--- src/hdl/sts_pkg.sv ---
// ============================================================================
// sts_pkg
// shared types, constants and fixed-point helpers of the similarity solver
// ============================================================================
package sts_pkg;

    localparam int unsigned NumPointsDef = 5;
    localparam int unsigned CoordW       = 18;
    localparam int unsigned AccW         = 48;
    localparam int unsigned FxW          = 48;
    localparam int unsigned FloorW       = 16;
    localparam int unsigned OutW         = 32;
    localparam int unsigned InDataW      = 72;
    localparam int unsigned OutDataW     = 128;
    localparam int unsigned AddrW        = 1;

    localparam logic [AddrW-1:0] RegPivotFloor = 1'b0;
    localparam logic [FloorW-1:0] PivotFloorRst = 16'd1;

    localparam logic signed [FxW-1:0] Lim47 = 48'sh7FFF_FFFF_FFFF;

    typedef logic signed [FxW-1:0] fx_t;

    // one accepted point, as the front part hands it to the back part
    typedef struct packed {
        logic signed [CoordW-1:0] sx;
        logic signed [CoordW-1:0] sy;
        logic signed [CoordW-1:0] dx;
        logic signed [CoordW-1:0] dy;
        logic                     last_pt;
    } pt_req_t;

    typedef struct packed {
        logic                  solved;
        logic signed [OutW-1:0] a;
        logic signed [OutW-1:0] b;
        logic signed [OutW-1:0] tx;
        logic signed [OutW-1:0] ty;
    } res_t;

    function automatic fx_t clamp47(input logic signed [FxW+1:0] v);
        if (v > $signed({2'b00, Lim47}))       return Lim47;
        else if (v < -$signed({2'b00, Lim47})) return -Lim47;
        else                                   return v[FxW-1:0];
    endfunction

    function automatic logic [FxW-1:0] mag(input fx_t v);
        return v[FxW-1] ? FxW'(-v) : v;
    endfunction

    function automatic logic signed [OutW-1:0] sat32(input logic signed [FxW+8:0] v);
        if (v > 57'sd2147483647)       return 32'sh7FFF_FFFF;
        else if (v < -57'sd2147483648) return 32'sh8000_0000;
        else                           return v[OutW-1:0];
    endfunction

endpackage

--- src/hdl/sts_front.sv ---
// ============================================================================
// sts_front
// takes points, counts them and marks the one that closes a frame
// ============================================================================
module sts_front #(
    parameter int unsigned NUM_POINTS = sts_pkg::NumPointsDef
) (
    input  logic                        aclk,
    input  logic                        aresetn,
    input  logic                        s_tvalid,
    output logic                        s_tready,
    input  logic [sts_pkg::InDataW-1:0] s_tdata,
    output logic                        q_valid,
    input  logic                        q_ready,
    output sts_pkg::pt_req_t            q_req
);
    logic [4:0] cnt_reg, cnt_next;
    logic       last;

    assign last     = (cnt_reg == 5'(NUM_POINTS - 1));
    assign s_tready = q_ready;
    assign q_valid  = s_tvalid;
    assign q_req.sx = s_tdata[17:0];
    assign q_req.sy = s_tdata[35:18];
    assign q_req.dx = s_tdata[53:36];
    assign q_req.dy = s_tdata[71:54];
    assign q_req.last_pt = last;

    always_comb begin
        cnt_next = cnt_reg;
        if (s_tvalid && q_ready) cnt_next = last ? 5'd0 : cnt_reg + 5'd1;
    end

    always_ff @(posedge aclk) begin
        if (!aresetn) cnt_reg <= '0;
        else          cnt_reg <= cnt_next;
    end
endmodule

--- config.mk ---
export PLATFORM = sky130hd
export DESIGN_NAME = sts_front
export DESIGN_NICKNAME = d
export VERILOG_FILES = /design/src/hdl/sts_pkg.sv /design/src/hdl/sts_front.sv
export SDC_FILE = /design/constraint.sdc
export NUM_CORES = 1
export LEC_CHECK = 0
export BUFFER_PORTS_ARGS = -buffer_cell sky130_fd_sc_hd__buf_2
export CORE_AREA = 2 2 59 61
export DETAILED_ROUTE_END_ITERATION = 7
export DIE_AREA = 0 0 61 63
export GPL_TIMING_DRIVEN = 0
export HOLD_SLACK_MARGIN = 0.15
export PLACE_DENSITY = 0.88
export SLEW_MARGIN = 40
export SYNTH_ARGS = -nofsm -noshare
export SYNTH_HDL_FRONTEND = slang
export SYNTH_SLANG_ARGS = --single-unit
export TNS_END_PERCENT = 10
--- constraint.sdc ---
create_clock -name aclk -period 1.5 [get_ports aclk]
set_input_delay 0.075 -clock aclk [delete_from_list [all_inputs] [get_ports aclk]]
set_output_delay 0.075 -clock aclk [all_outputs]
set_load 0.03 [all_outputs]
* Word-level counts from Yosys, hierarchy flattened *
Index checks and enable logic that the tools add are counted.
W data, S select, Z words.

storage, ports and cells
  register bits after elaboration = 5
  input bits = 76

cells by class
  add/subtract/negate cells = 1
  equal/unequal tests = 1
  mux-type cells = 1
  reduce and logical (&&, ||, !) cells = 1

operator list
  cell                   count
  $add A5 B1 Y5 const B  1
  $eq A5 B3 Y1 const B   1
  $mux W5                1
  $logic_and A1 B1 Y1    1

* Longest topological paths before layout *
Gate-level depths: netlist of run 1.

  depth after elaboration = 2
  gate-level depth with buffers = 5
  gate-level depth less buffers = 5

* Worst setup path before layout of run 1 *
OpenSTA, ideal clock, no wires.

  path kind = reg2reg
  start = register cnt_reg[0]
  end = register cnt_reg[3]
  library setup time = 0.072 ns
  arrival = 1.185 ns
  data required time = 1.428 ns
  slack = 0.243 ns
  cell stages (with the launch flop) = 6
  buffers on the path = 0
  period minus slack after synthesis = 1.257 ns
  path through = dfxtp_1 > inv_1 > ha_1 > nor4bb_4 > or3b_1 > mux2i_1

between the ends
  word-level cells in the longest chain between the ends = 2
  elaborated cells between the ends (all ways) = 3
  classes of those cells = add/sub: 1; eq/ne: 1; mux: 1

ends and longest elaborated chain
  what                    RTL line         text
  start, declared         sts_front.sv:17  logic [4:0] cnt_reg, cnt_next;
  start signal, assigned  sts_front.sv:36  else cnt_reg <= cnt_next;
  $eq A5 B3 Y1            sts_front.sv:20  assign last = (cnt_reg == 5'(NUM_POINTS - 1));
  net last                sts_front.sv:18  logic last;
  $mux W5                 sts_front.sv:31  if (s_tvalid && q_ready) cnt_next = last ? 5'd0 : cnt_reg + 5'd1;

The timed path passes the listed nets, and every way through them passes these cells.
A chain may end at the register's enable or synchronous reset.

* Worst setup path after layout of run 1 *
  start = register cnt_reg[1]
  end = register cnt_reg[0]

Same word-level chain as after synthesis.

==> results of run 1 <==
==> worst max path at each step <==
stage	startpoint	endpoint	cells past startpoint
final	cnt_reg[1]	cnt_reg[0]	6
after global routing	cnt_reg[1]	cnt_reg[0]	6
after CTS	cnt_reg[0]	q_req[0]	5
after detailed placement	cnt_reg[0]	cnt_reg[0]	5
after global placement	cnt_reg[0]	cnt_reg[0]	5
after floorplan	cnt_reg[0]	cnt_reg[3]	5
==> worst max-delay path, stage by stage (launching register included) <==
cell and delay, ps:
dfxtp_1 370, inv_1 60, ha_1 180, nor4bb_4 160, buf_4 140, or3_1 340
a21boi_1 120
==> report_power, final <==
part / switching (mW) / internal, mW
registers: 0.00316 / 0.136
logic: 0.279 / 0.205
clock network: 0.0631 / 0.101
total: 0.345 / 0.443
==> routing by layer <==
| metal | up-vias | global-route usage [%] | part of all wire [%] |
|---|---|---|---|
| met5 | - | 0 | 0 |
| met4 | 0 | 4.08 | 0.87 |
| met3 | 2 | 2.07 | 14 |
| met2 | 79 | 16.3 | 54 |
| met1 | 360 | 7.67 | 31 |
| li1 | 425 | - | - |
==> cell type report <==
| cell class | instances | area, µm² |
|---|---|---|
| fill | 336 | 1880 |
| multi-input combinational | 22 | 166 |
| inverter | 2 | 7.51 |
| clock buffer | 4 | 26.3 |
| tap | 46 | 57.6 |
| timing repair buffer | 82 | 430 |
| sequential | 5 | 101 |
| buffer | 75 | 563 |
==> per-stage QoR <==
stage / utilization (%) / hold WS [ps] / power, mW
5_1_grt: 41.9 / 403 / 0.832
4_1_cts: 41.5 / 400 / 0.795
3_3_place_gp: 39.8 / 387 / 0.619
6_report: 41.9 / 399 / 0.788
2_1_floorplan: - / 221 / 0.523
3_5_place_dp: 39.8 / 400 / 0.623
==> kinds of logic (layout without fill, tap and decap cells) <==
kind of cell / after synthesis / in the layout / share of synthesized area, %
AO/OA/AOI/OAI: 4 / 4 / 3.44
adder cells (fa/ha/maj): 2 / 2 / 2.99
buffers and inverters: 77 / 163 / 68.2
flip-flops: 5 / 5 / 12.0
multiplexers: 2 / 2 / 2.39
AND/OR/NAND/NOR: 14 / 14 / 11.1
==> repair_timing <==
item	4_1_cts	5_1_grt
gates cloned	0	0
setup buffers	0	1
hold endpoints to repair	4	0
resized for setup	0	3
setup endpoints to repair	1	1
pin swaps	1	0
hold buffers	3	0
==> synth_stat cells <==
cell,count,share of area [%]
a21boi_0,1,0.90
a21boi_1,1,0.90
a31o_2,1,1.0
and3_1,2,1.5
buf_4,75,67
dfxtp_1,5,12
ha_1,2,3.0
inv_1,2,0.90
mux2i_1,2,2.4
nand2_1,5,2.2
nand2b_1,1,0.75
nand3_1,3,1.8
nor4bb_4,1,3.0
o21ai_0,1,0.60
or3_1,1,0.75
or3b_1,1,1.0
==> flow_metrics.tcl, run 1 <==
set metrics [dict create \
    holdPathStages 2 \
    maxSlewViolCount 0 \
    port_buffers 78 \
    status "completed" \
    drtIter0Drc 16 \
    cts_max_level 1 \
    crit_fanout 4 \
    fin_crit_sh_pct 95.3 \
    gr-total-overflow 0 \
    gp_congestion 0.707 \
    synth-seq-cells 5 \
    clock_sinks 5 \
    layout_common_cells "buf_4, buf_2, nand2_1" \
    dieArea_mm2 0.00384 \
    largest_reg_flops 5 \
    ctsRootBufferMaster "clkbuf_4" \
    die_y_um 63 \
    ioPinCount 151 \
    min_path_type "in -> out" \
    dp_slack_ps 156 \
    netlist_area_um2 837 \
    vdd_drop_max_mv 0.243 \
    fin_tns_setup_ps 0 \
    r2r-start "cnt_reg[1]" \
    worstSetupPathType "reg -> reg" \
    drt_wl_total_um 1950 \
    finalNetCount 269 \
    synth_cell_types 16 \
    max-cap-violations 0 \
    setup_viol 0 \
    firstDrtPassIters 3 \
    reg2reg_to "cnt_reg[0]" \
    worst_pin_slew_ps 271 \
    drt-wirelength-per-cell_um 8.27 \
    grt_pass1_vias 632 \
    arrival_ps 1610 \
    synth-seq-area-share_pct 12.0 \
    layout_min_cycle_time_ps 1430 \
    grt_antenna_before_repair 0 \
    vias_per_cell 3.67 \
    dr_total_vias 866 \
    crit_path_end_kind "flip-flop" \
    cp.required_ps 1680 \
    cts_tree "yes" \
    r2r_cells 6 \
    synth_cells 104 \
    final_area_mm2 0.00135 \
    antenna_cells 0 \
    clk_pin_slew_worst_paths_ps 50 \
    placed_area_mm2 0.00128 \
    grt_pass1_wl_um 2500 \
    synth_warnings 0 \
    clock-skew-final_ps 1.04 \
    rrSetupSlack_ps 70 \
    track_usage_pct 8.43 \
    worstHoldStart "s_tdata[53]" \
    cts_buffer_depth 2 \
    power.density_mw_per_mm2 582 \
    post-route-worst-setup-slack_ps 71.1 \
    synth_area_per_cell_um2 8.05 \
    clk_latency_ps 250 \
    hold_violations 0 \
    synthesis.nets 182 \
    grt_max_degree 8 \
    drive_gt1_share_pct 84.2 \
    finalNonFillerCells 236 \
    dp.cells 228 \
    dp_hpwl_um 1770 \
    slew_headroom_pct 81.9 \
    areaGrowthSynthToFinish_pct 61.6 \
    dieWidth_um 61 \
    hold_path_end "q_req[36]" \
    initial_core_util_pct 25.9 \
    rows 21 \
    coreArea_mm2 0.00323 \
    start_kind "flip-flop" \
    cts_inserted_buffers 3 \
    p_leak_nw 0.826 \
    postRouteAntennaNets 0 \
    fmax_ghz 0.700 \
    route.detailed.drc 0 \
]
(Power assumes the default switching activity.)
==> run 2: changes to the inputs <==
--- a/config.mk
+++ b/config.mk
@@ -5,6 +5,7 @@
 export SDC_FILE = /design/constraint.sdc
 export NUM_CORES = 1
 export LEC_CHECK = 0
+export ABC_AREA = 1
 export BUFFER_PORTS_ARGS = -buffer_cell sky130_fd_sc_hd__buf_2
 export CORE_AREA = 2 2 59 61
 export DETAILED_ROUTE_END_ITERATION = 7
==> run 2 against run 1 <==
  * Core utilization is 0.97 points lower
  * Sequential power about the same
  * Routed wire length down 1.3%
  * Critical path type is now reg -> out
  * Global-route usage fell by 0.28 points
  * Register-to-register slack better by 360 ps
  * Maximum frequency up 6.3%
  * Count of clock-buffer cells in the layout unchanged
  * Cell area fell by 2.3%
  * Largest power group unchanged
  * Critical path depth stayed put
  * Power shrank 2.2%
  * Synthesized area unchanged
==> flow_metrics.tcl, run 2 <==
set metrics [dict create \
    status "completed" \
    synth.most_common_cell "buf_4" \
    ys.flop_type "dfxtp_1" \
    drive_gt1_share_pct 78.4 \
    fin_crit_sh_pct 89.6 \
    synth-seq-area-share_pct 12.0 \
    fin_tns_setup_ps 0 \
    grt_pass1_wl_um 2400 \
    vdd_drop_max_mv 0.225 \
    seqPwrFrac_pct 18.3 \
    p_int_mw 0.438 \
    cp.required_ps 1420 \
    dp_hpwl_um 1840 \
    ctsRootBufferMaster "clkbuf_4" \
    synth_cell_types 12 \
    drt-wirelength-per-cell_um 7.87 \
    clk_pin_slew_worst_paths_ps 40 \
    synthTopCellsByArea "buf_4, dfxtp_1, nand2_1" \
    synth_edf_count 0 \
    route.detailed.drc 0 \
    grt_max_degree 6 \
    cts_inserted_buffers 3 \
    dp_slack_ps 398 \
    power.density_mw_per_mm2 583 \
    layout_min_cycle_time_ps 1340 \
    fmax_ghz 0.744 \
    synth-seq-cells 5 \
    arrival_ps 1270 \
    mostFrequentLayoutCell "buf_2" \
    crit_path_end_kind "output port" \
    antenna_cells 0 \
    placed_area_mm2 0.00128 \
    clock_sinks 5 \
    cts_buffer_depth 2 \
    port_buffers 78 \
    coreArea_mm2 0.00323 \
    drtIter0Drc 22 \
    worst_pin_slew_ps 150 \
    max-cap-violations 0 \
    setup_viol 0 \
    fillers 349 \
    p_leak_nw 0.814 \
    worstSetupPathType "reg -> out" \
    async_flop_share_pct 0 \
    clk_latency_ps 230 \
    finalNetCount 278 \
    grt_setup_unrepaired "no" \
    hold_violations 0 \
    gr-total-overflow 0 \
    synth_cells 116 \
    synthTopCellsByCount "buf_4, nand2_1, inv_1" \
    cts_max_level 1 \
    vias_per_cell 3.60 \
    layout_common_cells "buf_2, buf_4, nand2_1" \
    post-route-worst-setup-slack_ps 156 \
    synth_area_leader_cell "buf_4" \
    clock-skew-final_ps 1.01 \
    cts_resized 0 \
    crit_fanout 3 \
    die_y_um 63 \
    power_frac_clock_pct 19.2 \
    cts_tree "yes" \
    start_kind "flip-flop" \
    dieWidth_um 61 \
    slew_headroom_pct 89.9 \
    ioPinCount 151 \
    grt_antenna_before_repair 0 \
    grt_pass1_vias 636 \
    min_path_type "in -> reg" \
    gp_congestion 0.800 \
    areaGrowthSynthToFinish_pct 57.8 \
    synth_top_area_share_pct 67.3 \
    dieArea_mm2 0.00384 \
    comb_power_share_pct 62.5 \
    firstDrtPassIters 4 \
    maxSlewViolCount 0 \
    largest_reg_flops 5 \
    rows 21 \
    switching_share_pct 43.2 \
    final_area_mm2 0.00132 \
    track_usage_pct 8.15 \
    drt_wl_total_um 1930 \
    netlist_area_um2 837 \
    synth_area_per_cell_um2 7.22 \
    dr_total_vias 881 \
    initial_core_util_pct 25.9 \
    synthesis.nets 194 \
    postRouteAntennaNets 0 \
    synth_warnings 0 \
    switchingPower_mw 0.332 \
]
==> run 2: worst paths after layout <==
| check | from | end | slack [ps] | cells past startpoint |
|---|---|---|---|---|
| max | cnt_reg[0] | q_req[0] | 160 | 6 |
| min | q_ready | cnt_reg[1] | 220 | 3 |
| max reg2reg | cnt_reg[0] | cnt_reg[2] | 430 | 7 |
| min reg2reg | cnt_reg[1] | cnt_reg[1] | 500 | 2 |
==> run 2: power groups by stage <==
stage	Sequential, mW	Combinational (mW)	Clock [mW]
floorplan	0.142	0.384	0
global placement	0.143	0.479	0
detailed placement	0.143	0.484	0
CTS	0.141	0.486	0.157
global route	0.141	0.507	0.164
finish	0.141	0.481	0.148
==> run 2: cells by family after synthesis <==
logic type | after synthesis | synth area share, %
fa+ha+maj | 2 | 2.99
buf+inv | 82 | 70.4
flops | 5 | 12.0
compound gates | 6 | 4.18
simple gates | 21 | 10.5
==> run 2: cell type report <==
| type | count | area (µm²) | share of cell area [%] |
|---|---|---|---|
| Multi-Input combinational cell | 29 | 148 | 11.2 |
| Tap cell | 46 | 57.6 | 4.36 |
| Inverter | 7 | 26.3 | 1.99 |
| Clock buffer | 4 | 26.3 | 1.99 |
| Buffer | 75 | 563 | 42.6 |
| Timing Repair Buffer | 79 | 400 | 30.3 |
| Sequential cell | 5 | 100 | 7.58 |
==> run 2: timing repair <==
action,CTS,global route
endpoints found under the hold margin,1,0
setup buffers,0,0
hold buffers,1,0
setup endpoints to repair,0,0
==> run 2: layer usage <==
metal	track usage, %	share of wire, %	up-vias
li1	-	-	445
met4	4.08	0.62	0
met1	6.68	29	357
met2	16.4	57	77
met5	0	0	-
met3	2.07	14	2
==> run 2: critical path: stages, from the launching register on <==
cell and delay [ps]:
dfxtp_1 320, inv_1 70, ha_1 140, nand2_1 70, nor3_1 140, buf_4 120
buf_2 180
==> run 2: metrics by stage <==
stage | utilization (%) | cells | power (mW) | hold slack [ps]
after detailed placement | 39.8 | 240 | 0.627 | 347
final | 40.9 | 245 | 0.770 | 217
after floorplan | - | 116 | 0.527 | 213
after CTS | 40.9 | 245 | 0.784 | 208
after global placement | 39.8 | 240 | 0.622 | 342
after global routing | 40.9 | 245 | 0.812 | 232
==> run 3: changes to the inputs <==
--- a/config.mk
+++ b/config.mk
@@ -13,6 +13,7 @@
 export GPL_TIMING_DRIVEN = 0
 export HOLD_SLACK_MARGIN = 0.15
 export PLACE_DENSITY = 0.88
+export RECOVER_POWER = 100
 export SLEW_MARGIN = 40
 export SYNTH_ARGS = -nofsm -noshare
 export SYNTH_HDL_FRONTEND = slang
==> run 3 against run 2 <==
  * Sequential power about the same
  * Die area did not move
  * Critical path depth unchanged
  * Maximum frequency down 0.54%
  * Final cell count is the same
  * Highest routed layer unchanged
==> flow_metrics.tcl, run 3 (same netlist as run 2, synthesis figures left out) <==
set metrics [dict create \
    grt_pass1_vias 636 \
    placed_area_mm2 0.00128 \
    cts_inserted_buffers 3 \
    cp-startpoint "cnt_reg[0]" \
    ioPinCount 151 \
    vias_per_cell 3.61 \
    drt_wl_total_um 1950 \
    fillers 375 \
    worst_pin_slew_ps 389 \
    total_power_mw 0.743 \
    antenna_cells 0 \
    areaGrowthSynthToFinish_pct 46.8 \
    final_area_mm2 0.00123 \
    min_path_type "in -> reg" \
    setup_viol 0 \
    clock_sinks 5 \
    coreArea_mm2 0.00323 \
    drtIter0Drc 38 \
    grt_pass1_wl_um 2400 \
    finalNetCount 278 \
    arrival_ps 1280 \
    fin_crit_sh_pct 90.1 \
    cts_tree "yes" \
    vdd_drop_max_mv 0.215 \
    slew_headroom_pct 74.2 \
    dp_hpwl_um 1840 \
    seqCellArea_um2 100 \
    rows 21 \
    clk_latency_ps 230 \
    dp.cells 240 \
    firstDrtPassIters 4 \
    grt_antenna_before_repair 0 \
    worstSetupPathType "reg -> out" \
    fmax_ghz 0.740 \
    gr-total-overflow 0 \
    cts_max_level 1 \
    r2r-start "cnt_reg[0]" \
    die_y_um 63 \
    start_kind "flip-flop" \
    multi_input_area_um2 148 \
    drt-wirelength-per-cell_um 7.95 \
    cts_resized 0 \
    grt_max_degree 6 \
    holdWs_ps 217 \
    status "completed" \
    clk_pin_slew_worst_paths_ps 40 \
    track_usage_pct 8.15 \
    cp_cell_sequence "inv_1 -> ha_1 -> nand2_1 -> nor3_1 -> buf_4 -> clkbuf_2" \
    dieArea_mm2 0.00384 \
    power.density_mw_per_mm2 605 \
    dieWidth_um 61 \
    drive_gt1_share_pct 41.2 \
    maxSlewViolCount 0 \
    hold_violations 0 \
    gp_congestion 0.800 \
    port_buffers 78 \
    route.detailed.drc 0 \
    dr_total_vias 885 \
    cts_buffer_depth 2 \
    postRouteAntennaNets 0 \
    largest_reg_flops 5 \
    finalNonFillerCells 245 \
    crit_path_end_kind "output port" \
    crit_fanout 3 \
    slowest_stage "dfxtp_1" \
    fin_tns_setup_ps 0 \
    grt_setup_unrepaired "no" \
    ctsRootBufferMaster "clkbuf_4" \
    clock-skew-final_ps 1.01 \
    layout_common_cells "buf_4, clkbuf_1, nand2_1" \
    p_leak_nw 0.610 \
    slowest_delay_ps 320 \
    cp.required_ps 1420 \
    initial_core_util_pct 25.9 \
    worstHoldStart "q_ready" \
    max-cap-violations 0 \
    layout_min_cycle_time_ps 1350 \
]
-- run 3: changes by cell type in the layout (fill, tap and decap cells not counted), sizes merged --
cell	change
buf	-75
clkbuf	+75
-- run 3: worst paths after layout --
check | depth (start not counted) | end | slack [ps]
setup / recovery | 6 | q_req[0] | 150
hold / removal | 3 | cnt_reg[1] | 220
setup reg to reg | 7 | cnt_reg[2] | 430
hold reg to reg | 2 | cnt_reg[1] | 500
-- run 3: stage by stage --
step | util (%) | worst slack [ps]
3_3_place_gp | 39.8 | 415
3_5_place_dp | 39.8 | 398
2_1_floorplan | - | 537
4_1_cts | 40.9 | 136
5_1_grt | 38.0 | 49.2
6_report | 38.0 | 148
-- run 3: worst max-delay path, delay by kind of cell (launching register included) --
family        cells  cell delay, ps
fa+ha+maj         1             140
buf+inv           3             390
simple gates      2             200
flops             1             320
-- run 3: area by class of cell --
type                            instances  area share [%]
Buffer                                 75            45.8
Timing Repair Buffer                   79            25.1
Multi-Input combinational cell         29            12.0
Sequential cell                         5            8.15
Tap cell                               46            4.68
Clock buffer                            4            2.14
Inverter                                7            2.14
-- run 3: routing by layer --
metal,vias up,global-route usage (%),wire length [µm]
met1,358,6.68,565
met2,79,16.4,1090
met5,-,0,0
met4,0,4.08,12
li1,446,-,-
met3,2,2.07,275
-- run 3: power by group --
part / leakage, nW / switching (mW) / internal [mW] / total (mW)
combinational: 0.554 / 0.285 / 0.170 / 0.455
sequential: 0.0407 / 0.00309 / 0.138 / 0.141
clock: 0.0150 / 0.0479 / 0.100 / 0.148
-- run 3: repair_timing --
action,in CTS,in global routing
hold buffers,1,0
buffers inserted,0,0
endpoints found under the hold margin,1,0
