## src/hdl/sts_pkg.sv

```systemverilog
// ============================================================================
// sts_pkg
// shared types, constants and fixed-point helpers of the similarity solver
// ============================================================================
package sts_pkg;

    localparam int unsigned NumPointsDef = 5;
    localparam int unsigned CoordW       = 18;
    localparam int unsigned AccW         = 48;
    localparam int unsigned FxW          = 48;
    localparam int unsigned FloorW       = 16;
    localparam int unsigned OutW         = 32;
    localparam int unsigned InDataW      = 72;
    localparam int unsigned OutDataW     = 128;
    localparam int unsigned AddrW        = 1;

    localparam logic [AddrW-1:0] RegPivotFloor = 1'b0;
    localparam logic [FloorW-1:0] PivotFloorRst = 16'd1;

    localparam logic signed [FxW-1:0] Lim47 = 48'sh7FFF_FFFF_FFFF;

    typedef logic signed [FxW-1:0] fx_t;

    // one accepted point, as the front part hands it to the back part
    typedef struct packed {
        logic signed [CoordW-1:0] sx;
        logic signed [CoordW-1:0] sy;
        logic signed [CoordW-1:0] dx;
        logic signed [CoordW-1:0] dy;
        logic                     last_pt;
    } pt_req_t;

    typedef struct packed {
        logic                  solved;
        logic signed [OutW-1:0] a;
        logic signed [OutW-1:0] b;
        logic signed [OutW-1:0] tx;
        logic signed [OutW-1:0] ty;
    } res_t;

    function automatic fx_t clamp47(input logic signed [FxW+1:0] v);
        if (v > $signed({2'b00, Lim47}))       return Lim47;
        else if (v < -$signed({2'b00, Lim47})) return -Lim47;
        else                                   return v[FxW-1:0];
    endfunction

    function automatic logic [FxW-1:0] mag(input fx_t v);
        return v[FxW-1] ? FxW'(-v) : v;
    endfunction

    function automatic logic signed [OutW-1:0] sat32(input logic signed [FxW+8:0] v);
        if (v > 57'sd2147483647)       return 32'sh7FFF_FFFF;
        else if (v < -57'sd2147483648) return 32'sh8000_0000;
        else                           return v[OutW-1:0];
    endfunction

endpackage

```

## src/hdl/sts_queue.sv

```systemverilog
// ============================================================================
// sts_queue
// two-entry queue between the front and back parts
// ============================================================================
module sts_queue (
    input  logic             aclk,
    input  logic             aresetn,
    input  logic             in_valid,
    output logic             in_ready,
    input  sts_pkg::pt_req_t in_req,
    output logic             out_valid,
    input  logic             out_ready,
    output sts_pkg::pt_req_t out_req
);
    sts_pkg::pt_req_t mem_reg [2];
    logic       wp_reg, rp_reg;
    logic [1:0] cnt_reg;
    logic       push, pop;

    assign in_ready  = (cnt_reg != 2'd2);
    assign out_valid = (cnt_reg != 2'd0);
    assign out_req   = mem_reg[rp_reg];
    assign push = in_valid && in_ready;
    assign pop  = out_valid && out_ready;

    always_ff @(posedge aclk) begin
        if (push) mem_reg[wp_reg] <= in_req;
    end

    always_ff @(posedge aclk) begin
        if (!aresetn) begin
            wp_reg <= 1'b0; rp_reg <= 1'b0; cnt_reg <= 2'd0;
        end else begin
            if (push) wp_reg <= ~wp_reg;
            if (pop)  rp_reg <= ~rp_reg;
            cnt_reg <= cnt_reg + 2'(push) - 2'(pop);
        end
    end
endmodule

```

## config.mk

```make
export PLATFORM = sky130hd
export DESIGN_NAME = sts_queue
export DESIGN_NICKNAME = d
export VERILOG_FILES = /design/src/hdl/sts_pkg.sv /design/src/hdl/sts_queue.sv
export SDC_FILE = /design/constraint.sdc
export NUM_CORES = 1
export LEC_CHECK = 0
export BUFFER_PORTS_ARGS = -buffer_cell sky130_fd_sc_hd__buf_4
export CORE_ASPECT_RATIO = 1.5
export CORE_UTILIZATION = 56
export CTS_CLUSTER_SIZE = 14
export DETAILED_ROUTE_END_ITERATION = 8
export GPL_TIMING_DRIVEN = 0
export PLACE_DENSITY = 0.84
export SLEW_MARGIN = 40
export SYNTH_ARGS = -nofsm -noshare
export SYNTH_HDL_FRONTEND = slang
export SYNTH_SLANG_ARGS = --single-unit
```

## constraint.sdc

```tcl
create_clock -name aclk -period 11.4 [get_ports aclk]
set_input_delay 2.28 -clock aclk [delete_from_list [all_inputs] [get_ports aclk]]
set_output_delay 2.28 -clock aclk [all_outputs]
set_load 0.05 [all_outputs]
```

Word-level counts from Yosys, hierarchy flattened. Memories as Yosys holds them, arrays and structs flattened. A register that Yosys moved wholly into a read port is not among the register bits. Cells that the tools add are included.

Bits in registers: 4. Bits in latches: 0. RAM bits: 146. Memory bits (read-only): 0. Input port bits: 77. Output and inout bits: 75. Memories kept: 1.

Add/subtract/negate cells: 2. $mul: 0. Div/mod/pow operators: 0. $lt $le $gt $ge: 0. Equality and inequality tests: 1. Shift operators: 0. Mux-type cells: 4. Bitwise logic cells: 2. Reductions and logical operators: 3.

Memory list: mem_reg (depth 2, bits a word 73, rd ports 1, clocked after Yosys merged registers in 1, write ports 1, line sts_queue.sv:15) `sts_pkg::pt_req_t mem_reg [2];`.

Operators with widths (count): $mux W1 (4); $add A2 B1 Y2 (1); $logic_and A1 B1 Y1 (2); $ne A2 B2 Y1 const B (1); $not A1 Y1 (2); $reduce_bool A2 Y1 (1); $sub A2 B1 Y2 (1).

Logic depth before layout (Yosys ltp). Gate-level depths: netlist of the first run.

Word-level depth: 4. Mapped depth: 8. Mapped depth without buffers: 8.

Worst setup path after synthesis of the first run. OpenSTA, ideal clock, no wires.

Path kind: in2reg. Start point: in in_valid. End point: mem mem_reg[0][0] in the netlist's numbering (enable). Arrival: 5.446 ns. Data required time: 10.895 ns. Setup slack: 5.449 ns. Cell stages on the path: 2. Buffers on the path: 0. Path through: nand2_1 -> nor2_1.

Cells in the longest elaborated chain, start to end: 3.

Ends and longest elaborated chain: start, declared (line sts_queue.sv:8) `input logic in_valid,`; $logic_and A1 B1 Y1 (line sts_queue.sv:23) `assign push = in_valid && in_ready;`; $mux W1 (line sts_queue.sv:27) `if (push) mem_reg[wp_reg] <= in_req;`; $mux W1 (implied by the code) (line sts_queue.sv:27); end, declared (line sts_queue.sv:15).

Every way passes these cells.

==> results_dict.tcl, run 1 <==
set metrics [dict create \
    cell_count_of_the_worst_reg_to_reg_path 7 \
    final_hold_viol_count 0 \
    dr.max_layer_used "met4" \
    die_height_um 127 \
    diodes 0 \
    r2r_end "mem_reg[0][17]$_DFFE_PP_" \
    final_worst_clock_skew_ns 0.0115 \
    pwr-share-clk_pct 27.4 \
    die_w_um 85.5 \
    crit_path_start_kind "register" \
    routed_wl_mm 10.4 \
    nets 506 \
    initial_antenna_violation_count 0 \
    design.core.area_mm2 0.0101 \
    first_iter_violations 104 \
    final_layout_size_suffix_gt1_share_pct 61.6 \
    power.total_mw 2.04 \
    placement_rows 45 \
    clock_tree.root_cell "sky130_fd_sc_hd__clkbuf_16" \
    gate_count_post_synth 251 \
    timing.final.crit_share_pct 34.3 \
    postRouteAntennaNets 0 \
    clock_insertion_delay_worst_skew_ns 0.40 \
    clock_tree.htree_level_count 4 \
    power.internal_mw 1.35 \
    clock_slew_at_the_register_clock_pins_of_the_worst_setup_and_hold_paths_ns 0.06 \
    cts_tree "yes" \
    ys_warn_count 0 \
    area_growth_syn_to_layout_pct 34.0 \
    holdPathStages 2 \
    syn_area_mm2 0.00585 \
    period_needed_ns 3.91 \
    setup.reg_to_reg.worst_slack_ns 9.27 \
    switching_share_pct 34.1 \
    grt_first_pass_wirelength_mm 15.5 \
    post_cts.repair.setup_buffers 0 \
    critPathArrivalTime_ns 1.63 \
    power_switching_mw 0.698 \
    yosysUniqueCellTypes 18 \
    route.vias.total 2881 \
    setup-tns-final_ns 0 \
    routedLengthMet1_mm 3.63 \
    cp-endpoint "out_req[15]" \
    tritoncts.num_buffers 17 \
    detail_route.vias_per_cell 5.17 \
    drtPass1Iterations 4 \
    ios 152 \
    end_kind "output pin" \
    largest_register_ffs 146 \
    achievable-frequency_mhz 256 \
    drc 0 \
    dp.final_hpwl_mm 7.23 \
    postCtsResizedCells 0 \
    gpl.final_weighted_congestion 0.699 \
    path_class "register to output pin" \
    power_per_cell_area_mw_per_mm2 261 \
    status "completed" \
    total_track_usage_pct 19.7 \
    syn_avg_cell_area_um2 23.3 \
    combinationalPowerShare_pct 37.4 \
    critical_path_peak_fanout 10 \
    drv_slew 0 \
    initial_utilization_pct 57.8 \
    seq_total_area_yosys_pct 76.6 \
    final_cell_mix "sky130_fd_sc_hd__buf_4 (151), sky130_fd_sc_hd__edfxtp_1 (146), sky130_fd_sc_hd__mux2_4 (70), sky130_fd_sc_hd__clkbuf_16 (17), sky130_fd_sc_hd__buf_12 (8)" \
    cts_hold_repair.buffers 0 \
    setup-violations-final 0 \
    first_global_vias 3036 \
    pwr-share-seq_pct 35.2 \
    mostFrequentLayoutCell "sky130_fd_sc_hd__buf_4" \
    rsz0062_at_grt "false" \
    grt_remaining_overflow 0 \
    yosys_register_bits 151 \
    met3_routed_wl_um 528 \
    synth.net_count 330 \
    die-area_mm2 0.0109 \
    fin_hold_ws_ns 0.541 \
    cp_data_required_time_ns 9.12 \
    clockBufferDepth 2 \
    timing.slew.headroom_pct 64.9 \
    regToRegStartpoint "cnt_reg[0]$_SDFF_PN0_" \
    postLayoutCoreUtil_pct 77.4 \
    min_path_type "register to register" \
    wl_met2_mm 6.02 \
    power.static_leakage_nw 3.09 \
    wl_cell_um 18.7 \
    io_buffer_count 151 \
    maxCapViolations 0 \
    pin_count_of_the_biggest_net_entering_global_routing 40 \
    cts.sink_count 151 \
    max-vdd-ir-drop_mv 0.197 \
    slew_at_the_pin_closest_to_its_max_slew_limit_ns 0.527 \
]
kinds of logic (layout without fill, tap and decap cells):
logic type	count (synthesis)	after routing	share of synthesized area [%]
AOI/OAI and AO/OA	1	1	0.128
DFF	151	151	76.6
xor gates and xnor gates	3	3	0.449
and+or+nand+nor	11	11	1.05
buffers and inverters	9	198	2.65
muxes	74	74	18.7
adders and majority gates	2	2	0.427
per-stage QoR:
step / std cells / cell area (µm²) / setup slack (ns)
detailed placement: 525 / 7240 / 7.50
floorplan: 251 / 5850 / 5.45
global route: 557 / 7850 / 7.41
CTS: 557 / 7850 / 7.47
finish: 557 / 7850 / 7.49
global placement: 519 / 7130 / 3.82
power by group through the flow:
stage / Combinational [mW] / Clock, mW / Sequential (mW)
after CTS: 0.772 / 0.570 / 0.720
final: 0.765 / 0.560 / 0.719
after floorplan: 0.570 / 0 / 0.730
after global routing: 0.793 / 0.591 / 0.725
after global placement: 0.740 / 0 / 0.737
after detailed placement: 0.769 / 0 / 0.731
how the worst min path moves through the flow:
stage                                     end  slack, ns           startpoint
final                     wp_reg$_SDFFE_PN0N_       0.54  wp_reg$_SDFFE_PN0N_
after global routing      wp_reg$_SDFFE_PN0N_       0.58  wp_reg$_SDFFE_PN0N_
after CTS                 wp_reg$_SDFFE_PN0N_       0.54  wp_reg$_SDFFE_PN0N_
after detailed placement  wp_reg$_SDFFE_PN0N_       0.54  wp_reg$_SDFFE_PN0N_
after global placement    wp_reg$_SDFFE_PN0N_       0.47  wp_reg$_SDFFE_PN0N_
after floorplan           wp_reg$_SDFFE_PN0N_       0.45  wp_reg$_SDFFE_PN0N_
cell type report:
| class | instances | area [µm²] |
|---|---|---|
| repair buffers | 157 | 1230 |
| well taps | 117 | 146 |
| clock inverters | 13 | 171 |
| plain buffers | 8 | 151 |
| flip-flops and latches | 151 | 4480 |
| clock buffers | 19 | 433 |
| fillers | 582 | 2290 |
| multi-input cells | 91 | 1230 |
| inverters | 1 | 3.75 |
cell usage after synthesis:
| library cell | number | area, µm² |
|---|---|---|
| sky130_fd_sc_hd__buf_12 | 7 | 140 |
| sky130_fd_sc_hd__nor2b_1 | 2 | 12.5 |
| sky130_fd_sc_hd__mux2_4 | 70 | 1050 |
| sky130_fd_sc_hd__nand2_1 | 2 | 7.51 |
| sky130_fd_sc_hd__and2_1 | 2 | 12.5 |
| sky130_fd_sc_hd__o21a_1 | 1 | 7.51 |
| sky130_fd_sc_hd__nor2_1 | 1 | 3.75 |
| sky130_fd_sc_hd__or2_2 | 1 | 6.26 |
| sky130_fd_sc_hd__nand2b_1 | 2 | 12.5 |
| sky130_fd_sc_hd__xnor2_1 | 3 | 26.3 |
| sky130_fd_sc_hd__mux2i_1 | 1 | 10.0 |
| sky130_fd_sc_hd__ha_1 | 2 | 25.0 |
| sky130_fd_sc_hd__edfxtp_1 | 146 | 4380 |
| sky130_fd_sc_hd__buf_6 | 1 | 11.3 |
| sky130_fd_sc_hd__and3_1 | 1 | 6.26 |
| sky130_fd_sc_hd__inv_1 | 1 | 3.75 |
| sky130_fd_sc_hd__mux2_2 | 3 | 33.8 |
| sky130_fd_sc_hd__dfxtp_1 | 5 | 100 |
worst max-delay path, stage by stage (launching register included):
cell	delay [ns]
sky130_fd_sc_hd__dfxtp_1	0.32
sky130_fd_sc_hd__buf_6	0.22
sky130_fd_sc_hd__buf_12	0.18
sky130_fd_sc_hd__mux2_4	0.31
sky130_fd_sc_hd__buf_4	0.19
layer usage:
layer  vias up  GRT usage, %
li1       1341             -
met1      1422          20.2
met2       101          36.3
met3        17          5.10
met4         0          10.4
met5         -             0
No activity file was read; power rests on OpenSTA's default activity.
==> run 2, diff against run 1 <==
CORE_UTILIZATION = 52   (was 56)
PLACE_DENSITY = 0.79   (was 0.84)
clock period = 3.7 ns   (was 11.4 ns; I/O delays follow)
==> results_dict.tcl, run 2 (same netlist as run 1, synthesis figures left out) <==
set metrics [dict create \
    crit_path_start_kind "register" \
    maxCapViolations 0 \
    cp_data_required_time_ns 2.96 \
    rsz0062_at_grt "false" \
    cts_hold_repair.buffers 0 \
    grt_remaining_overflow 0 \
    pin_count_of_the_biggest_net_entering_global_routing 32 \
    power_per_cell_area_mw_per_mm2 809 \
    postLayoutCoreUtil_pct 72.4 \
    timing.slew.headroom_pct 70.1 \
    timing.final.crit_share_pct 64.3 \
    tritoncts.num_buffers 17 \
    final_worst_clock_skew_ns 0.00786 \
    clock_tree.htree_level_count 4 \
    area_growth_syn_to_layout_pct 36.0 \
    ios 152 \
    postCtsResizedCells 0 \
    nets 507 \
    cts.sink_count 151 \
    mostFrequentLayoutCell "sky130_fd_sc_hd__buf_4" \
    wl_cell_um 17.0 \
    fin_hold_ws_ns 0.512 \
    die_w_um 88.6 \
    die-area_mm2 0.0117 \
    design.core.area_mm2 0.0110 \
    routed_wl_mm 9.99 \
    setup-tns-final_ns 0 \
    drtPass1Iterations 4 \
    drc 0 \
    clock_insertion_delay_worst_skew_ns 0.41 \
    drv_slew 0 \
    final_layout_size_suffix_gt1_share_pct 61.9 \
    dp.final_hpwl_mm 7.00 \
    clock_tree.root_cell "sky130_fd_sc_hd__clkbuf_16" \
    initial_antenna_violation_count 0 \
    slew_at_the_pin_closest_to_its_max_slew_limit_ns 0.447 \
    end_kind "output pin" \
    period_needed_ns 2.38 \
    power.static_leakage_nw 3.15 \
    route.vias.total 2865 \
    clock_slew_at_the_register_clock_pins_of_the_worst_setup_and_hold_paths_ns 0.06 \
    detail_route.vias_per_cell 4.87 \
    achievable-frequency_mhz 420 \
    gpl.final_weighted_congestion 0.653 \
    status "completed" \
    setup-violations-final 0 \
    diodes 0 \
    max-vdd-ir-drop_mv 0.460 \
    grt_first_pass_wirelength_mm 15.2 \
    clockBufferDepth 2 \
    path_class "register to output pin" \
    critical_path_peak_fanout 10 \
    final_hold_viol_count 0 \
    cts_tree "yes" \
    initial_utilization_pct 53.2 \
    postRouteAntennaNets 0 \
    min_path_type "input pin to register" \
    io_buffer_count 151 \
    largest_register_ffs 146 \
    total_track_usage_pct 18.5 \
    placement_rows 47 \
    first_global_vias 2993 \
    first_iter_violations 121 \
    die_height_um 132 \
    post_cts.repair.setup_buffers 0 \
    critPathArrivalTime_ns 1.64 \
    final_cell_mix "sky130_fd_sc_hd__buf_4 (151), sky130_fd_sc_hd__edfxtp_1 (146), sky130_fd_sc_hd__mux2_4 (70), sky130_fd_sc_hd__clkbuf_16 (17), sky130_fd_sc_hd__buf_12 (9)" \
]
run 2: changes by cell type in the layout (fill, tap and decap cells not counted), sizes merged:
| cell | delta |
|---|---|
| clkinvlp | -5 |
| clkbuf | -2 |
| buf | +1 |
| clkinv | +4 |
| bufinv | +2 |
| inv | +1 |
run 2: per-stage QoR:
| stage | area (µm²) | worst slack (ns) | std cells | power (mW) |
|---|---|---|---|---|
| final | 7960 | 1.32 | 588 | 6.44 |
| after floorplan | 5860 | 0.337 | 251 | 4.00 |
| after global placement | 7170 | -0.539 | 549 | 4.55 |
| after CTS | 7960 | 1.29 | 588 | 6.50 |
| after global routing | 7960 | 1.25 | 588 | 6.65 |
| after detailed placement | 7310 | 1.47 | 556 | 4.64 |
run 2: cell type report:
| cell class | count | area, µm² |
|---|---|---|
| sequential | 151 | 4480 |
| inverter | 1 | 3.75 |
| clock buffer | 17 | 425 |
| timing repair buffer | 158 | 1260 |
| fill | 692 | 3030 |
| multi-input combinational | 91 | 1230 |
| buffer | 8 | 151 |
| tap | 147 | 184 |
| clock inverter | 15 | 225 |
run 2: critical path: stages, from the launching register on:
cell,delay (ns)
sky130_fd_sc_hd__dfxtp_1,0.32
sky130_fd_sc_hd__buf_6,0.22
sky130_fd_sc_hd__buf_12,0.18
sky130_fd_sc_hd__mux2_4,0.31
sky130_fd_sc_hd__buf_4,0.19
run 2: worst paths after layout:
check,to,slack [ns],depth (start not counted),startpoint
max,out_req[8],1.32,4,register
min,mem_reg[1][42]$_DFFE_PP_,0.51,1,in_req[42]
max reg2reg,mem_reg[0][10]$_DFFE_PP_,1.76,6,cnt_reg[0]$_SDFF_PN0_
min reg2reg,wp_reg$_SDFFE_PN0N_,0.55,2,wp_reg$_SDFFE_PN0N_
run 2: power by group:
group          switching [mW]  internal (mW)
combinational            1.43          0.949
clock                   0.651           1.20
sequential             0.0642           2.15
total                    2.14           4.30
run 2: metal layers:
metal | vias up | track usage [%] | wire length (µm)
met5 | - | 0 | 0
met4 | 0 | 10.5 | 323
met3 | 21 | 6.07 | 466
met2 | 107 | 31.8 | 5590
met1 | 1390 | 19.3 | 3610
li1 | 1347 | - | -
==> run 3, diff against run 2 <==
CORE_UTILIZATION = 47   (was 52)
PLACE_DENSITY = 0.75   (was 0.79)
clock period = 2.1 ns   (was 3.7 ns; I/O delays follow)
==> results_dict.tcl, run 3 (same netlist as run 1, synthesis figures left out) <==
set metrics [dict create \
    status "completed" \
    end_kind "output pin" \
    timing.final.crit_share_pct 96.1 \
    cp_data_required_time_ns 1.68 \
    postLayoutCoreUtil_pct 65.6 \
    drtPass1Iterations 4 \
    clock_tree.root_cell "sky130_fd_sc_hd__clkbuf_16" \
    pin_count_of_the_biggest_net_entering_global_routing 32 \
    power_per_cell_area_mw_per_mm2 1400 \
    fin_hold_ws_ns 0.192 \
    ff_latch_area_mm2 0.00449 \
    first_iter_violations 108 \
    clock_insertion_delay_worst_skew_ns 0.41 \
    placement_rows 49 \
    num-fill-cells 839 \
    setup.reg_to_reg.worst_slack_ns 0.37 \
    slew_at_the_pin_closest_to_its_max_slew_limit_ns 0.555 \
    cpMaxStageDelayCell "sky130_fd_sc_hd__dfxtp_1" \
    first_global_vias 3063 \
    clockBufferDepth 2 \
    route.vias.total 2884 \
    min_path_type "input pin to register" \
    maxCapViolations 0 \
    gpl.final_weighted_congestion 0.659 \
    die-area_mm2 0.0129 \
    largest_register_ffs 146 \
    period_needed_ns 2.02 \
    critical_path_peak_fanout 10 \
    cp_cell_sequence "buf_12 -> buf_12 -> mux2_4 -> buf_4" \
    io_buffer_count 151 \
    setup-violations-final 0 \
    clock_slew_at_the_register_clock_pins_of_the_worst_setup_and_hold_paths_ns 0.06 \
    final_cell_mix "sky130_fd_sc_hd__buf_4 (151), sky130_fd_sc_hd__edfxtp_1 (146), sky130_fd_sc_hd__mux2_4 (70), sky130_fd_sc_hd__clkbuf_16 (17), sky130_fd_sc_hd__buf_12 (9)" \
    initial_utilization_pct 48.5 \
    nets 506 \
    holdPathStages 1 \
    whs_endpoint "mem_reg[1][45]$_DFFE_PP_" \
    drv_slew 0 \
    total_track_usage_pct 16.2 \
    critPathArrivalTime_ns 1.60 \
    crit_top_cell "sky130_fd_sc_hd__buf_12" \
    design.core.area_mm2 0.0121 \
    drc 0 \
    clock_tree.htree_level_count 4 \
    area_growth_syn_to_layout_pct 35.4 \
    wl_cell_um 16.9 \
    multi_input_comb_area_mm2 0.00124 \
    dp.final_hpwl_mm 7.05 \
    diodes 0 \
    cell_count_of_the_worst_reg_to_reg_path 5 \
    detail_route.vias_per_cell 4.86 \
    final_hold_viol_count 0 \
    cts.sink_count 151 \
    rsz0062_at_grt "false" \
    final_worst_clock_skew_ns 0.0116 \
    timing.slew.headroom_pct 62.9 \
    max_stage_delay_ns 0.36 \
    routed_wl_mm 10.0 \
    ios 152 \
    cts_tree "yes" \
    die_height_um 139 \
    mostFrequentLayoutCell "sky130_fd_sc_hd__buf_4" \
    crit_path_start_kind "register" \
    dpl_worst_slack_ns 0.310 \
    holdCritStartpoint "in_req[45]" \
    setup_ws_post_layout_ns 0.0816 \
    regToRegStartpoint "cnt_reg[0]$_SDFF_PN0_" \
    postRouteAntennaNets 0 \
    power.static_leakage_nw 3.11 \
    initial_antenna_violation_count 0 \
    grt_remaining_overflow 0 \
    setup-tns-final_ns 0 \
    path_class "register to output pin" \
    grt_first_pass_wirelength_mm 15.4 \
    power.total_mw 11.1 \
    r2r_end "mem_reg[0][30]$_DFFE_PP_" \
    final_layout_size_suffix_gt1_share_pct 62.0 \
    achievable-frequency_mhz 495 \
    die_w_um 93.1 \
    max-vdd-ir-drop_mv 0.706 \
    tritoncts.num_buffers 17 \
]
[run 3: changes by cell type in the layout (fill, tap and decap cells not counted), sizes merged]
| cell | previous run | this run |
|---|---|---|
| clkinvlp | 0 | 2 |
| buf | 166 | 165 |
| clkinv | 7 | 5 |
| bufinv | 5 | 3 |
| clkbuf | 17 | 19 |
[run 3: worst max-delay path by stage]
stage	cells past startpoint	from	end	slack [ns]
2_1_floorplan	3	cnt_reg[0]$_SDFF_PN0_	mem_reg[0][0]$_DFFE_PP_	-0.06
3_3_place_gp	3	in_valid	mem_reg[0][35]$_DFFE_PP_	-0.57
3_5_place_dp	5	in_valid	mem_reg[0][41]$_DFFE_PP_	0.31
4_1_cts	4	register	out_req[22]	0.01
5_1_grt	4	register	out_req[31]	0.02
6_report	4	register	out_req[51]	0.08
[run 3: stage by stage]
step,area (µm²),std cells
final,7930,593
after floorplan,5880,251
after CTS,7920,593
after detailed placement,7320,561
after global placement,7200,555
after global routing,7930,593
[run 3: cell type report]
cell class	instances	share of cell area, %
flip-flops and latches	151	56.6
multi-input cells	91	15.7
well taps	153	2.41
repair buffers	157	15.7
inverters	1	0.0473
clock buffers	19	5.46
plain buffers	8	2.02
clock inverters	13	2.15
[run 3: metal layers]
| metal | track usage [%] | vias to the layer above | wire [µm] |
|---|---|---|---|
| met1 | 17.6 | 1437 | 3820 |
| met2 | 28.8 | 88 | 5550 |
| met5 | 0 | - | 0 |
| li1 | - | 1343 | - |
| met3 | 4.33 | 16 | 414 |
| met4 | 7.61 | 0 | 216 |
[run 3: power breakdown]
group | leakage, nW | switching, mW | internal [mW]
sequential | 1.41 | 0.117 | 3.78
combinational | 1.42 | 2.51 | 1.67
clock | 0.286 | 1.15 | 1.88
[run 3: what timing repair did]
action,CTS,global route
hold buffers,0,0
endpoints found under the setup margin,0,70
gates resized for setup,0,2
setup buffers,0,0
[run 3: critical path: cells and delay by family, from the launching register on]
kind	cells	cell delay, ns
buffers and inverters	3	0.53
multiplexers	1	0.31
flip-flops	1	0.36
